**src/rtl/core/mbq_out_if.sv**
```systemverilog
interface mbq_out_if #(
  parameter int SAMPLE_WIDTH = 16
);
  logic                           valid;
  logic                           ready;
  logic [3:0]                     out_channel;
  logic signed [SAMPLE_WIDTH-1:0] out_re;
  logic signed [SAMPLE_WIDTH-1:0] out_im;
  logic                           saturated;

  modport source (
    output valid, out_channel, out_re, out_im, saturated,
    input  ready
  );
  modport sink (
    input  valid, out_channel, out_re, out_im, saturated,
    output ready
  );
endinterface

```
**src/rtl/core/mbq_merge.sv**
```systemverilog
module mbq_merge #(
  parameter int SAMPLE_WIDTH = 16
) (
  input  logic                           clk_i,
  input  logic                           rst_ni,
  input  logic                           push_i,
  input  logic [3:0]                     ch_i,
  input  logic signed [SAMPLE_WIDTH-1:0] re_i,
  input  logic signed [SAMPLE_WIDTH-1:0] im_i,
  input  logic                           sat_re_i,
  input  logic                           sat_im_i,
  output logic                           full_o,
  mbq_out_if.source                      out_o
);

  logic                           valid_q;
  logic [3:0]                     ch_q;
  logic signed [SAMPLE_WIDTH-1:0] re_q;
  logic signed [SAMPLE_WIDTH-1:0] im_q;
  logic                           sat_q;

  always_ff @(posedge clk_i or negedge rst_ni) begin
    if (!rst_ni) begin
      valid_q <= 1'b0;
    end else if (push_i) begin
      valid_q <= 1'b1;
    end else if (out_o.ready) begin
      valid_q <= 1'b0;
    end
  end

  always_ff @(posedge clk_i) begin
    if (push_i) begin
      ch_q  <= ch_i;
      re_q  <= re_i;
      im_q  <= im_i;
      sat_q <= sat_re_i | sat_im_i;
    end
  end

  assign full_o            = valid_q;
  assign out_o.valid       = valid_q;
  assign out_o.out_channel = ch_q;
  assign out_o.out_re      = re_q;
  assign out_o.out_im      = im_q;
  assign out_o.saturated   = sat_q;

endmodule

```
**src/flat_wrapper.sv**
```systemverilog
// flat-port wrapper written by rule: the top's interface ports become plain ports
module mbq_merge_flat 
#(
  parameter int SAMPLE_WIDTH = 16
)
  (clk_i, rst_ni, push_i, ch_i, re_i, im_i, sat_re_i, sat_im_i, full_o, out_o_valid, out_o_out_channel, out_o_out_re, out_o_out_im, out_o_saturated, out_o_ready);
  mbq_out_if #(.SAMPLE_WIDTH(SAMPLE_WIDTH)) out_o_i ();
  input  logic clk_i;
  input  logic rst_ni;
  input  logic push_i;
  input  logic [3:0] ch_i;
  input  logic signed [SAMPLE_WIDTH-1:0] re_i;
  input  logic signed [SAMPLE_WIDTH-1:0] im_i;
  input  logic sat_re_i;
  input  logic sat_im_i;
  output logic full_o;
  output wire logic [$bits(out_o_i.valid)-1:0] out_o_valid;
  output wire logic [$bits(out_o_i.out_channel)-1:0] out_o_out_channel;
  output wire logic [$bits(out_o_i.out_re)-1:0] out_o_out_re;
  output wire logic [$bits(out_o_i.out_im)-1:0] out_o_out_im;
  output wire logic [$bits(out_o_i.saturated)-1:0] out_o_saturated;
  input wire logic [$bits(out_o_i.ready)-1:0] out_o_ready;
  assign out_o_valid = out_o_i.valid;
  assign out_o_out_channel = out_o_i.out_channel;
  assign out_o_out_re = out_o_i.out_re;
  assign out_o_out_im = out_o_i.out_im;
  assign out_o_saturated = out_o_i.saturated;
  assign out_o_i.ready = out_o_ready;
  mbq_merge #(.SAMPLE_WIDTH(SAMPLE_WIDTH)) u_core (.clk_i(clk_i), .rst_ni(rst_ni), .push_i(push_i), .ch_i(ch_i), .re_i(re_i), .im_i(im_i), .sat_re_i(sat_re_i), .sat_im_i(sat_im_i), .full_o(full_o), .out_o(out_o_i));
endmodule
```
**config.mk**
```make
export PLATFORM = sky130hd
export DESIGN_NAME = mbq_merge_flat
export DESIGN_NICKNAME = d
export VERILOG_FILES = /design/src/rtl/core/mbq_out_if.sv /design/src/rtl/core/mbq_merge.sv /design/src/flat_wrapper.sv
export SDC_FILE = /design/constraint.sdc
export NUM_CORES = 1
export LEC_CHECK = 0
export BUFFER_PORTS_ARGS = -buffer_cell sky130_fd_sc_hd__buf_4
export CAP_MARGIN = 0
export CORE_AREA = 5 5 68 70
export DETAILED_ROUTE_END_ITERATION = 8
export DIE_AREA = 0 0 73 75
export PLACE_DENSITY_LB_ADDON = 0.05
export SLEW_MARGIN = 20
export SYNTH_ARGS = -nofsm -noshare
export SYNTH_HDL_FRONTEND = slang
export SYNTH_SLANG_ARGS = --single-unit
```
**constraint.sdc**
```tcl
create_clock -name clk_i -period 0.88 [get_ports clk_i]
set_input_delay 0.132 -clock clk_i [delete_from_list [all_inputs] [get_ports clk_i]]
set_output_delay 0.132 -clock clk_i [all_outputs]
set_load 0.01 [all_outputs]
```
-- Yosys cells after proc, flatten, opt, wreduce, memory -nomap -nowiden
Cells that the tools add are included.
- bitwise logic cells: 1
- mux-type cells: 2
- reductions and logical operators: 1
- operator list (kind ; count):
    2-to-1 mux 1 bit ; 2
    nonzero test 2 bit ; 1
    OR 1 bit ; 1
- logic and storage cells: 9
- bits of input ports: 42
- register bits after elaboration: 38
- output and inout bits: 39

-- Depth between registers and ports, before layout
- word-level depth: 2
- depth in mapped cells: 2
- gate-level depth less buffers: 2

-- Least setup slack after synthesis
No wires, ideal clock.
- path type: register to output
- start: register u_core.valid_q (netlist: u_core.full_o)
- end: output out_o_valid
- path slack: 0.195 ns
- arrival time: 0.553 ns
- data required time: 0.748 ns
- stages on the path, launching flop included: 2
- cells stage by stage: dfrtp_1 > buf_4
- RTL lines (element ; RTL line ; RTL):
    from (decl) ; mbq_merge.sv:16 ; logic valid_q;
    from (signal assigned) ; mbq_merge.sv:24 ; valid_q <= 1'b0;
    from (signal assigned) ; mbq_merge.sv:26 ; valid_q <= 1'b1;
    from (signal assigned) ; mbq_merge.sv:28 ; valid_q <= 1'b0;
    to (decl) ; flat_wrapper.sv:17 ; output wire logic [$bits(out_o_i.valid)-1:0] out_o_valid;
No word-level cell between the ends.

-- Final worst setup path
- start: register u_core.re_q[0] (netlist: u_core.out_o.out_re[0])
- end: output out_o_out_re[0]
- RTL lines (element ; RTL line ; RTL):
    from (decl) ; mbq_merge.sv:18 ; logic signed [SAMPLE_WIDTH-1:0] re_q;
    from (signal assigned) ; mbq_merge.sv:35 ; re_q <= re_i;
    to (decl) ; flat_wrapper.sv:19 ; output wire logic [$bits(out_o_i.out_re)-1:0] out_o_out_re;
No word-level cell between the ends.

==> results.sh <==
export IMPL_result_of_the_run="complete, but fails checks"
export IMPL_violated_checks="setup timing"
export IMPL_clock_sinks=38
export IMPL_total_power_w=0.00443
export IMPL_yosys_area_share_xor_xnor=0
export IMPL_final_net_count=171
export IMPL_wl_met2_um=1540
export IMPL_final_max_slew_viol_count=0
export IMPL_utilization=0.533
export IMPL_worst_skew_pair_late_latency_ns=0.28
export IMPL_cp_depth=1
export IMPL_timing_critical_path_arrival_ns=0.84
export IMPL_critical_path_cell_list="buf_6"
export IMPL_floorplan_io_pins=81
export IMPL_hold_path_startpoint="re_i[1]"
export IMPL_drt_wl_total_um=2620
export IMPL_dominant_delay_contributor_by_cell_family_on_the_critical_path="flip-flops"
export IMPL_floorplan_initialDensity=0.297
export IMPL_fraction_of_the_cycle_the_final_worst_path_needs=1.10
export IMPL_hold_viol=0
export IMPL_grt_start_max_net_pins=39
export IMPL_place_gp_congestion=0.668
export IMPL_cell_at_the_root_of_the_clock_tree="clkbuf_8"
export IMPL_switching_power_w=0.000812
export IMPL_vdd_drop_max_mv=1.01
export IMPL_top_layer_used_by_detailed_routing="met4"
export IMPL_worst_path_max_delay_cell="edfxtp_1"
export IMPL_postSynthAreaPerCell_um2=27.6
export IMPL_worst_max_slew_margin_expressed_relative_to_the_limit=0.698
export IMPL_final_area_um2=2090
export IMPL_fmax_mhz=1030
export IMPL_clockBufferDepth=2
export IMPL_critical_path_endpoint_type="output pin"
export IMPL_fin_worst_skew_ns=0
export IMPL_cts_buffers_inserted=5
export IMPL_port_buffer_count=80
export IMPL_global_route_usage_total=0.0986
export IMPL_combinational_family_with_the_most_area_after_synthesis="buffers and inverters"
export IMPL_worstReg2RegStart="u_core.full_o"
export IMPL_regToRegEndpoint="u_core.full_o"
export IMPL_finalWorstPathRequiredPeriod_ns=0.972
export IMPL_layout_setup_ws_ns=-0.0923
export IMPL_min_path_type="primary input to register"
export IMPL_drt_wirelength_per_cell_um=14.5
export IMPL_synth_seq_area_share=0.978
export IMPL_areaGrowthSynthToFinish_pct=79.7
export IMPL_ff_latch_count_synth=38
export IMPL_power_internal_w=0.00362
export IMPL_finalSetupViolCount=39
export IMPL_clock_tree_from_tritoncts="done"
export IMPL_power_clock_fraction=0.380
export IMPL_post_route_cells_drive_above_1_share=0.669
export IMPL_drt_first_iter_violations=28
export IMPL_setup_tns_ns=-2.14
export IMPL_routed_via_density=4.07
export IMPL_antenna_violations_before_repair=0
export IMPL_worstPathRequired_ns=0.75
export IMPL_design_die_area_um2=5480
export IMPL_stage_delay_of_the_slowest_cell_on_the_critical_path_ns=0.41
export IMPL_via_count=732
export IMPL_hold_path_endpoint="u_core.out_o.out_re[1]"
export IMPL_drt_pass1_iterations=3
export IMPL_grt_overflow_total=0
export IMPL_synth_area_in_compound_gates=0.00647
export IMPL_grt_pass1_vias=775
export IMPL_rr_worst_depth=1
export IMPL_share_comb_of_total_power=0.122
export IMPL_mappedNetlistArea_um2=1160
export IMPL_placement_rows=23
export IMPL_share_seq_of_total_power=0.499
export IMPL_critPathKind="register to output pin"
export IMPL_post_synth_num_cell_types=6
export IMPL_core_region_area_um2=3910
export IMPL_met3_length_um=267
export IMPL_dpl_instance_area_um2=1820
export IMPL_worstHoldPathCells=1
export IMPL_floorplan_die_height_um=75
export IMPL_power_share_switching=0.183
export IMPL_mostFrequentLayoutCells="buf_4 (46), edfxtp_1 (37), buf_6 (34), clkbuf_8 (5), bufinv_16 (2)"
export IMPL_p_per_area_nw_per_um2=2120
export IMPL_worst_slew_pin_transition_ns=0.453
export IMPL_synthCells=42
export IMPL_synth_area_mux_share=0
export IMPL_grt_pass1_wl_um=3800
export IMPL_mappedNetlistNets=84
export IMPL_post_synth_and_or_nand_nor_area_fraction=0.00539
export IMPL_layout_filler_cells=346
export IMPL_drcViolationCount=0
export IMPL_critical_path_maximum_fanout=1
export IMPL_maxCapViolCount=0
export IMPL_number_of_buffers_added_for_setup_after_cts=0
export IMPL_worstSetupStartpointType="register"
export IMPL_die_extent_in_x_um=73
export IMPL_unrepaired_setup_endpoints_after_global_routing="true"
export IMPL_timing_critical_path_buf_inv=1
export IMPL_h_tree_depth=2
export IMPL_synth_yosys_warnings=0
export IMPL_leakage_nw=0.882
export IMPL_setup_reg_to_reg_worst_slack_ns=0.22
export IMPL_cts_reportedPaths_clkPinSlew_ns=0.07
export IMPL_routedLengthMet1_um=770
export IMPL_synth_adder_area_share=0
export IMPL_antenna_violating_nets_post_route=0
export IMPL_final_common_cell="buf_4"
export IMPL_antennaDiodeCount=0
==> final cells by class <==
cell class / count / area (um^2) / share of cell area
repair buffers: 81 / 738 / 0.354
clock inverters: 3 / 63.8 / 0.0306
flip-flops and latches: 38 / 1140 / 0.544
inverters: 1 / 3.75 / 0.00180
multi-input cells: 2 / 13.8 / 0.00659
well taps: 50 / 62.6 / 0.0300
clock buffers: 5 / 68.8 / 0.0330
==> cell families after synthesis <==
family,Yosys count
compound gates,1
flops,38
buf+inv,2
simple gates,1
==> state kept, by name, summed over array words and instances, names as in the netlist <==
name / cells
u_core.out_o.out_re: 16
u_core.out_o.out_im: 16
u_core.out_o.saturated: 1
u_core.out_o.out_channel: 4
u_core.full_o: 1
==> worst max-delay path by stage <==
stage | to | from | slack (ns)
detailed placement | u_core.out_o.out_im[10] | push_i | -0.02
global route | out_o_valid | u_core.full_o | -0.13
CTS | out_o_valid | u_core.full_o | -0.09
global placement | u_core.out_o.out_im[1] | push_i | -0.02
finish | out_o_out_re[0] | u_core.out_o.out_re[0] | -0.09
floorplan | out_o_valid | u_core.full_o | 0.20
==> per-layer routing <==
layer / up-vias / GRT usage
li1: 336 / -
met1: 346 / 0.0943
met2: 45 / 0.178
met3: 5 / 0.0414
met4: 0 / 0.0553
met5: - / 0
==> per-stage QoR <==
stage               worst slack, ns  hold slack [ns]  cells
floorplan                     0.195           -0.164     42
global placement            -0.0195          -0.0921    171
detailed placement          -0.0216          -0.0923    171
CTS                         -0.0888           0.0119    180
global route                 -0.126          0.00341    180
finish                      -0.0923           0.0203    180
==> repair_timing <==
item                                    in CTS  in global routing
endpoints found under the setup margin      39                 39
hold buffers                                 1                  0
gates resized for setup                     20                 14
cloned                                       0                  0
hold endpoints to repair                     1                  0
==> synth_stat cells <==
cell type	number	area (um^2)
buf_4	1	7.51
a21o_1	1	7.51
edfxtp_1	37	1110
inv_1	1	3.75
dfrtp_1	1	25.0
or2_1	1	6.26
==> power by group through the flow <==
| stage | Combinational, W | Clock [W] | Sequential, W |
|---|---|---|---|
| finish | 0.000539 | 0.00168 | 0.00221 |
| global route | 0.000567 | 0.00181 | 0.00223 |
| CTS | 0.000521 | 0.00172 | 0.00220 |
| detailed placement | 0.000476 | 0 | 0.00223 |
| global placement | 0.000474 | 0 | 0.00222 |
| floorplan | 0.0000107 | 0 | 0.00230 |
Power figures use the tool's default switching activity.
