## src/rtl/core/mbq_pkg.sv

```systemverilog
package mbq_pkg;

  localparam int COEF_W   = 24;
  localparam int DATA_W   = 40;
  localparam int PROD_W   = COEF_W + DATA_W;
  localparam int ACC_W    = PROD_W + 3;
  localparam int COEF_FRAC = 20;
  localparam int GAIN_SHIFT = 4;
  localparam int OUT_SHIFT  = 16;
  localparam int COEFS_PER_STAGE = 6;
  localparam int NUM_SLOTS = 5;

  localparam logic [1:0] REQ_SAMPLE = 2'd0;
  localparam logic [1:0] REQ_COEF   = 2'd1;
  localparam logic [1:0] REQ_CLEAR  = 2'd2;

  localparam logic REG_STAGES = 1'b0;
  localparam logic REG_GAIN   = 1'b1;

  localparam logic [2:0] POS_B0 = 3'd0;
  localparam logic [2:0] POS_B1 = 3'd1;
  localparam logic [2:0] POS_B2 = 3'd2;
  localparam logic [2:0] POS_A1 = 3'd4;
  localparam logic [2:0] POS_A2 = 3'd5;

  localparam int SLOT_B0 = 0;
  localparam int SLOT_B1 = 1;
  localparam int SLOT_B2 = 2;
  localparam int SLOT_A1 = 3;
  localparam int SLOT_A2 = 4;

  localparam logic [2:0] SLOT_POS [NUM_SLOTS] = '{POS_B0, POS_B1, POS_B2, POS_A1, POS_A2};

  localparam logic signed [ACC_W-1:0] DATA_MAX =
    {{(ACC_W-DATA_W+1){1'b0}}, {(DATA_W-1){1'b1}}};
  localparam logic signed [ACC_W-1:0] DATA_MIN =
    {{(ACC_W-DATA_W+1){1'b1}}, {(DATA_W-1){1'b0}}};

  typedef enum logic [3:0] {
    OP_IDLE,
    OP_PRE_MUL,
    OP_PRE_RND,
    OP_A1,
    OP_A2,
    OP_W_ACC,
    OP_B1,
    OP_B2,
    OP_B0,
    OP_Y_ACC,
    OP_Y_RND,
    OP_FIN
  } lane_op_e;

  typedef struct packed {
    logic signed [COEF_W-1:0] b0;
    logic signed [COEF_W-1:0] b1;
    logic signed [COEF_W-1:0] b2;
    logic signed [COEF_W-1:0] a1;
    logic signed [COEF_W-1:0] a2;
  } coef_t;

  typedef struct packed {
    logic signed [DATA_W-1:0] val;
    logic                     clip;
  } data_sat_t;

  function automatic logic signed [ACC_W-1:0] rnd_shr(input logic signed [ACC_W-1:0] a,
                                                      input int unsigned n);
    logic signed [ACC_W-1:0] half;
    half = ACC_W'(1) <<< (n - 1);
    return (a + half) >>> n;
  endfunction

  function automatic data_sat_t sat_data(input logic signed [ACC_W-1:0] r);
    data_sat_t res;
    if (r > DATA_MAX) begin
      res.val  = DATA_MAX[DATA_W-1:0];
      res.clip = 1'b1;
    end else if (r < DATA_MIN) begin
      res.val  = DATA_MIN[DATA_W-1:0];
      res.clip = 1'b1;
    end else begin
      res.val  = r[DATA_W-1:0];
      res.clip = 1'b0;
    end
    return res;
  endfunction

endpackage

```

## src/rtl/core/mbq_lane.sv

```systemverilog
module mbq_lane import mbq_pkg::*; #(
  parameter int SAMPLE_WIDTH = 16
) (
  input  logic                           clk_i,
  input  lane_op_e                       op_i,
  input  coef_t                          coef_i,
  input  logic signed [COEF_W-1:0]       gain_i,
  input  logic signed [SAMPLE_WIDTH-1:0] x_i,
  input  logic signed [DATA_W-1:0]       z1_i,
  input  logic signed [DATA_W-1:0]       z2_i,
  output logic signed [DATA_W-1:0]       w_o,
  output logic signed [SAMPLE_WIDTH-1:0] y_o,
  output logic                           sat_o
);

  localparam logic signed [ACC_W-1:0] SMAX =
    {{(ACC_W-SAMPLE_WIDTH+1){1'b0}}, {(SAMPLE_WIDTH-1){1'b1}}};
  localparam logic signed [ACC_W-1:0] SMIN =
    {{(ACC_W-SAMPLE_WIDTH+1){1'b1}}, {(SAMPLE_WIDTH-1){1'b0}}};

  logic signed [COEF_W-1:0]       mul_a;
  logic signed [DATA_W-1:0]       mul_b;
  logic signed [PROD_W-1:0]       prod;
  logic signed [PROD_W-1:0]       prod_q;
  logic signed [ACC_W-1:0]        prod_x;
  logic signed [ACC_W-1:0]        acc_q;
  logic signed [ACC_W-1:0]        v_sh;
  logic signed [ACC_W-1:0]        y_rnd;
  logic signed [DATA_W-1:0]       v_q;
  logic signed [DATA_W-1:0]       w_q;
  logic signed [SAMPLE_WIDTH-1:0] y_q;
  logic signed [SAMPLE_WIDTH-1:0] y_sat;
  logic                           y_clip;
  logic                           sat_q;
  data_sat_t                      rs_pre;
  data_sat_t                      rs_acc;

  always_comb begin
    mul_a = '0;
    mul_b = '0;
    unique case (op_i)
      OP_PRE_MUL: begin
        mul_a = gain_i;
        mul_b = {{(DATA_W-SAMPLE_WIDTH){x_i[SAMPLE_WIDTH-1]}}, x_i};
      end
      OP_A1: begin
        mul_a = coef_i.a1;
        mul_b = z1_i;
      end
      OP_A2: begin
        mul_a = coef_i.a2;
        mul_b = z2_i;
      end
      OP_B1: begin
        mul_a = coef_i.b1;
        mul_b = z1_i;
      end
      OP_B2: begin
        mul_a = coef_i.b2;
        mul_b = z2_i;
      end
      OP_B0: begin
        mul_a = coef_i.b0;
        mul_b = w_q;
      end
      default: begin
        mul_a = '0;
        mul_b = '0;
      end
    endcase
  end

  assign prod   = mul_a * mul_b;
  assign prod_x = {{(ACC_W-PROD_W){prod_q[PROD_W-1]}}, prod_q};
  assign v_sh   = {{(ACC_W-DATA_W-COEF_FRAC){v_q[DATA_W-1]}}, v_q, {COEF_FRAC{1'b0}}};
  assign rs_pre = sat_data(rnd_shr(prod_x, GAIN_SHIFT));
  assign rs_acc = sat_data(rnd_shr(acc_q, COEF_FRAC));
  assign y_rnd  = rnd_shr({{(ACC_W-DATA_W){v_q[DATA_W-1]}}, v_q}, OUT_SHIFT);

  always_comb begin
    if (y_rnd > SMAX) begin
      y_sat  = SMAX[SAMPLE_WIDTH-1:0];
      y_clip = 1'b1;
    end else if (y_rnd < SMIN) begin
      y_sat  = SMIN[SAMPLE_WIDTH-1:0];
      y_clip = 1'b1;
    end else begin
      y_sat  = y_rnd[SAMPLE_WIDTH-1:0];
      y_clip = 1'b0;
    end
  end

  always_ff @(posedge clk_i) begin
    unique case (op_i)
      OP_IDLE: begin
      end
      OP_PRE_MUL: begin
        prod_q <= prod;
        sat_q  <= 1'b0;
      end
      OP_PRE_RND: begin
        v_q   <= rs_pre.val;
        sat_q <= sat_q | rs_pre.clip;
      end
      OP_A1: begin
        prod_q <= prod;
        acc_q  <= v_sh;
      end
      OP_A2: begin
        prod_q <= prod;
        acc_q  <= acc_q - prod_x;
      end
      OP_W_ACC: begin
        acc_q <= acc_q - prod_x;
      end
      OP_B1: begin
        w_q    <= rs_acc.val;
        sat_q  <= sat_q | rs_acc.clip;
        prod_q <= prod;
        acc_q  <= '0;
      end
      OP_B2, OP_B0: begin
        prod_q <= prod;
        acc_q  <= acc_q + prod_x;
      end
      OP_Y_ACC: begin
        acc_q <= acc_q + prod_x;
      end
      OP_Y_RND: begin
        v_q   <= rs_acc.val;
        sat_q <= sat_q | rs_acc.clip;
      end
      OP_FIN: begin
        y_q   <= y_sat;
        sat_q <= sat_q | y_clip;
      end
    endcase
  end

  assign w_o   = w_q;
  assign y_o   = y_q;
  assign sat_o = sat_q;

endmodule

```

## config.mk

```make
export PLATFORM = sky130hd
export DESIGN_NAME = mbq_lane
export DESIGN_NICKNAME = d
export VERILOG_FILES = /design/src/rtl/core/mbq_pkg.sv /design/src/rtl/core/mbq_lane.sv
export SDC_FILE = /design/constraint.sdc
export NUM_CORES = 2
export LEC_CHECK = 0
export ABC_AREA = 1
export BUFFER_PORTS_ARGS = -buffer_cell sky130_fd_sc_hd__buf_2
export CAP_MARGIN = 20
export CORE_AREA = 3 3 376 378
export DETAILED_ROUTE_END_ITERATION = 16
export DIE_AREA = 0 0 379 381
export PLACE_DENSITY = 0.64
export SYNTH_ARGS = -nofsm -noshare
export SYNTH_HDL_FRONTEND = slang
export SYNTH_SLANG_ARGS = --single-unit
```

## constraint.sdc

```tcl
create_clock -name clk_i -period 11.2 [get_ports clk_i]
set_input_delay 3.36 -clock clk_i [delete_from_list [all_inputs] [get_ports clk_i]]
set_output_delay 3.36 -clock clk_i [all_outputs]
set_load 0.02 [all_outputs]
```

* Yosys cells after proc, flatten, opt, wreduce, memory -nomap -nowiden
Index checks and enable logic that the tools add are counted.
** Cells by class
- Add/sub/neg operators :: 5
- Multiply operators :: 1
- Div/mod/pow operators :: 0
- Order comparisons :: 6
- Equality and inequality tests :: 11
- Shift operators :: 0
- Multiplexer cells :: 12
- Bitwise gates (word level) :: 3
- Reduce and logical (&&, ||, !) cells :: 9
** Operator list (count)
- one-hot mux 67 bit (4 select lines) :: 1
- 2-to-1 mux 41 bit :: 4
- one-hot mux 40 bit (4 select lines) :: 1
- one-hot mux 24 bit (6 select lines) :: 1
- one-hot mux 40 bit (2 select lines) :: 1
- adder 67 x 21 -> 67 bit, second input constant :: 1
- adder 67 x 64 -> 67 bit :: 1
- subtractor 67 x 64 -> 67 bit :: 1
- adder 64 x 5 -> 65 bit, second input constant :: 1
- multiplier 24 x 40 -> 64 bit :: 1
- > comparator 61 x 40 -> 1 bit, second input constant :: 1
- less-than comparator 61 x 40 -> 1 bit, second input constant :: 1
- > comparator 47 x 40 -> 1 bit, second input constant :: 1
- less-than comparator 47 x 40 -> 1 bit, second input constant :: 1
- adder 40 x 17 -> 41 bit, second input constant :: 1
- > comparator 25 x 16 -> 1 bit, second input constant :: 1
- less-than comparator 25 x 16 -> 1 bit, second input constant :: 1
- == test 4 x 3 -> 1 bit, second input constant :: 4
- == test 4 bit, second input constant :: 4
- 2-to-1 mux 16 bit :: 1
- == test 4 x 2 -> 1 bit, second input constant :: 2
- nonzero test 4 bit :: 2
- OR reduction 2 bit :: 4
- OR reduction 6 bit :: 1
- other kinds (6) :: 9
** Storage, ports and cells
- Flip-flop bits (word level) :: 228
- Latch bits :: 0
- Memory bits (writable) :: 0
- Memory bits (read-only) :: 0
- Input bits :: 245
- Output and inout port bits :: 57
- Word-level logic and storage cells :: 53
- Memories kept :: 0

* Depth between registers and ports, before layout
- Depth after elaboration :: 6
- Mapped depth :: 41
- Mapped depth without buffers :: 37

* Least setup slack after synthesis
Ideal clock, no wire load.
- Path type :: input -> register
- Start point :: input port op_i[2]
- End point :: register prod_q[56] (data pin)
- Library setup time :: 265 ps
- Data arrival time :: 11018 ps
- Data required time :: 10935 ps
- Setup slack :: -83 ps
- Stages :: 30
- Path buffers :: 3
- Cells stage by stage :: inv_1 > nor2_1 > inv_1 > nor2_1 > buf_2 > buf_2 > a22o_1 > a21oi_1 > nand4_1 > clkbuf_1 > nand2_1 > inv_1 > fa_1 > fa_1 > fa_1 > fa_1 > inv_1 > fa_1 > inv_1 > fa_1 > inv_1 > fa_1 > inv_1 > ha_1 > nand2_1 > nor3_1 > nand2_1 > or2_2 > o211ai_1 > xor2_1
** On the way
- Word-level cells in the longest chain between the ends :: 4
- Elaborated cells between the ends (all ways) :: 11
- Classes of those cells :: mul (1); eq/ne (6); mux (2); reduce/logical (2)
** Ends and longest elaborated chain
- from (decl) :: RTL line mbq_lane.sv:5 : input lane_op_e op_i,
- == test 4 x 3 -> 1 bit or == test 4 x 2 -> 1 bit (tied branches) :: RTL line mbq_lane.sv:41 : unique case (op_i)
- OR reduction 2 bit (no line)
- one-hot mux 40 bit (4 select lines) :: RTL line mbq_lane.sv:41
- multiplier 24 x 40 -> 64 bit * :: RTL line mbq_lane.sv:73 : assign prod = mul_a * mul_b;
- net prod[56] :: RTL line mbq_lane.sv:23 : logic signed [PROD_W-1:0] prod;
- to (signal assigned) :: RTL line mbq_lane.sv:98 : prod_q <= prod;
- to (signal assigned) :: RTL line mbq_lane.sv:106 : prod_q <= prod;
- to (signal assigned) :: RTL line mbq_lane.sv:110 : prod_q <= prod;
- to (decl) :: RTL line mbq_lane.sv:24 : logic signed [PROD_W-1:0] prod_q;
The timed path passes the listed nets; every way through them passes the cells marked *.
A chain may end at the register's enable or synchronous reset.

* Worst setup path in the final report
- Start point :: input port op_i[2]
- End point :: register prod_q[55] (data pin)
The elaborated chain is that of the path after synthesis.

==> flow_summary.yaml <==
floorplanning:
  die_w_um: 379
  num_rows: 136
  core_area_sq_mm: 0.138
  dieArea_sq_mm: 0.144
  fp.dieH_um: 381
  initial_core_util: 0.399
  io_pins: 302
status:
  status: "finished, final reports clean"
logic_synthesis:
  yosys_register_bits: 228
  syn-num-nets: 8846
  synth_top_area_cell: "fa_1"
  ys_types: 53
  ys_seq_area_frac: 0.124
  async_flop_share: 0
  synthesis.area_sq_mm: 0.0551
  synth_ff_type: "edfxtp_1"
  synth_edf_count: 228
  synthTopCellsByArea: "fa_1 35%, nand2_1 13%, edfxtp_1 12%"
  syn_inst: 7404
  synth.top_cell.area_share: 0.349
  yosysWarnings: 0
  synthTopCellsByCount: "1,882 x nand2_1, 1,701 x inv_1, 960 x fa_1"
  avgSynthCellArea_sq_um: 7.44
  synth_most_common_cell: "nand2_1"
global_routing:
  antenna_found_initial: 11
  grt.overflow.total: 0
  grt_max_degree: 65
  grt_pass1_vias: 52400
  grt_usage: 0.305
  grt_pass1_wl_mm: 331
clocking:
  clk_latency_ps: 600
  numCtsBuffers: 29
  htree_num_levels: 1
  cts_resized: 0
  cts_sinks: 228
  post_cts_buffers: 0
  clk_pin_slew_worst_paths_ps: 70
  cts_tree: "done"
  clockBufferDepth: 3
  hold_buffers: 0
  root_buffer: "clkbuf_16"
final_layout:
  fillCellCount: 14000
  nets: 9531
  drive_above_1_share: 0.131
  instances_no_fill: 9909
  syn2layout_area_growth_pct: 16.8
power_and_ir_drop:
  pwr-share-clk: 0.089
  power_density_mw_per_mm2: 175
  p_comb_frac: 0.759
  pwr-share-seq: 0.152
  p_sw_frac: 0.544
  finalPower_uw: 11200
  power.switching_uw: 6110
  vdd_ir_drop_max_uv: 111
  p_int_uw: 5120
  p_leak_uw: 0.0328
timing:
  rsz0062_at_grt: "true"
  worstMarginPinSlew_ps: 1030
  setup_viol: 0
  final-hold-violation-count: 0
  slew_headroom: 0.309
  max_freq_mhz: 92.1
  min_period_ps: 10860
  maxSlewViolCount: 0
  timing.final.crit_share: 0.970
  skew_ps: 37.7
setup_path:
  path_buf_inv: 14
  path_common_cell: "inv_1"
  cpMaxStageDelayCell: "fa_1"
  critical_path_class: "in2reg"
  cp_data_required_time_ps: 11500
  crit_fanout: 17
  cpPeakStageDelay_ps: 590
  critPathLaunchType: "input port"
  end_kind: "flop"
  cpLargestDelayFamily: "adder cells"
  cp_data_arrival_time_ps: 11160
detailed_routing:
  drc_errors: 0
  routed_wl_mm: 221
  detail_route.vias_per_cell: 5.19
  drt-initial-drc-count: 4912
  via_count: 51500
  ant_nets: 0
  wl_per_cell_um: 22.3
  first_pass_iters: 6
run:
  cap_viol_max_count: 0
placed_design:
  io_buffers: 301
  dp_hpwl_mm: 192
  globalplace.congestion: 1.02
  dp.cells: 9852
min_path:
  hp-class: "reg2reg"
per-stage QoR:
step	setup WS [ps]	hold slack (ps)	setup TNS [ps]	instance area, sq um	util
finish	339	502	0	64300	0.467
global route	-15.6	520	-15.6	64300	0.467
CTS	237	492	0	64300	0.466
detailed placement	-369	504	-4430	63300	0.459
global placement	-303	507	-3420	63300	0.459
floorplan	134	495	0	55100	-
cell usage in the layout, fill, tap and decap left out, types with 5 or more instances in the layout:
| cell type | count |
|---|---|
| a21o_1 | 19 |
| a21oi_1 | 288 |
| a21oi_2 | 16 |
| a221oi_1 | 13 |
| a22o_1 | 32 |
| a22oi_1 | 15 |
| a31oi_1 | 26 |
| and2_1 | 6 |
| and3_1 | 12 |
| buf_12 | 84 |
| buf_2 | 301 |
| buf_4 | 526 |
| clkbuf_16 | 29 |
| clkinv_1 | 14 |
| edfxtp_1 | 228 |
| fa_1 | 959 |
| ha_1 | 237 |
| inv_1 | 1701 |
| inv_2 | 7 |
| nand2_1 | 1879 |
| nand2_2 | 11 |
| nand3_1 | 188 |
| nand3b_1 | 5 |
| nand4_1 | 62 |
| nor2_1 | 772 |
| nor2_2 | 28 |
| nor2_4 | 7 |
| nor3_1 | 60 |
| nor3_2 | 6 |
| nor4_1 | 17 |
| o211ai_1 | 17 |
| o21a_1 | 13 |
| o21ai_0 | 200 |
| o21ai_1 | 7 |
| o21bai_1 | 22 |
| o31ai_1 | 7 |
| or2_2 | 19 |
| xnor2_1 | 62 |
| xor2_1 | 163 |
power by group through the flow:
stage / Sequential [uW] / Combinational, uW / Clock (uW)
2_1_floorplan: 1450 / 4900 / 0
3_3_place_gp: 1720 / 8340 / 0
3_5_place_dp: 1710 / 8400 / 0
4_1_cts: 1700 / 8450 / 1010
5_1_grt: 1710 / 9390 / 1040
6_report: 1710 / 8520 / 998
cells by family (layout without fill, tap and decap cells):
| family | Yosys count | in the layout | synth area share |
|---|---|---|---|
| simple gates | 3083 | 3083 | 0.225 |
| other cells | 0 | 4 | 0 |
| buf+inv | 1976 | 2683 | 0.139 |
| xor+xnor | 225 | 225 | 0.0358 |
| fa+ha+maj | 1197 | 1197 | 0.403 |
| flops | 228 | 228 | 0.124 |
| compound gates | 695 | 695 | 0.0730 |
cell type report:
type / instances / area (sq um) / share of cell area
multi-input cells: 5200 / 40600 / 0.632
repair buffers: 913 / 7160 / 0.111
flip-flops and latches: 228 / 6850 / 0.106
inverters: 1717 / 6440 / 0.100
well taps: 1794 / 2240 / 0.0349
clock buffers: 33 / 741 / 0.0115
clock inverters: 20 / 225 / 0.00350
diodes: 4 / 10.0 / 0.000156
worst paths after layout:
| kind | slack (ps) | start | end | cells past startpoint |
|---|---|---|---|---|
| worst min-delay path | 500 | v_q[12] | acc_q[32] | 2 |
| worst max register to register | 3570 | w_o[33] | prod_q[55] | 33 |
| worst max-delay path | 340 | op_i[2] | prod_q[55] | 38 |
| worst min register to register | 500 | v_q[12] | acc_q[32] | 2 |
worst register-to-register path, delay by kind of cell (launching register included):
family                     cells  cell delay (ps)
DFF                            1              520
and+or+nand+nor                5              520
adders and majority gates      8             3910
AOI/OAI and AO/OA              6              860
buffers and inverters         13             1380
xor gates and xnor gates       1              130
flip-flops by register name, summed over array words and instances, names as in the netlist:
name and cells:
v_q 40, acc_q 67, sat_o 1, prod_q 64, y_o 16, w_o 40
per-layer routing:
metal,global-route usage,wire length (um),part of all wire
met1,0.431,94800,0.43
met2,0.478,99000,0.45
met3,0.0546,19100,0.086
met4,0.0915,8040,0.036
met5,0,24,0.00011
Power figures use the tool's default switching activity.
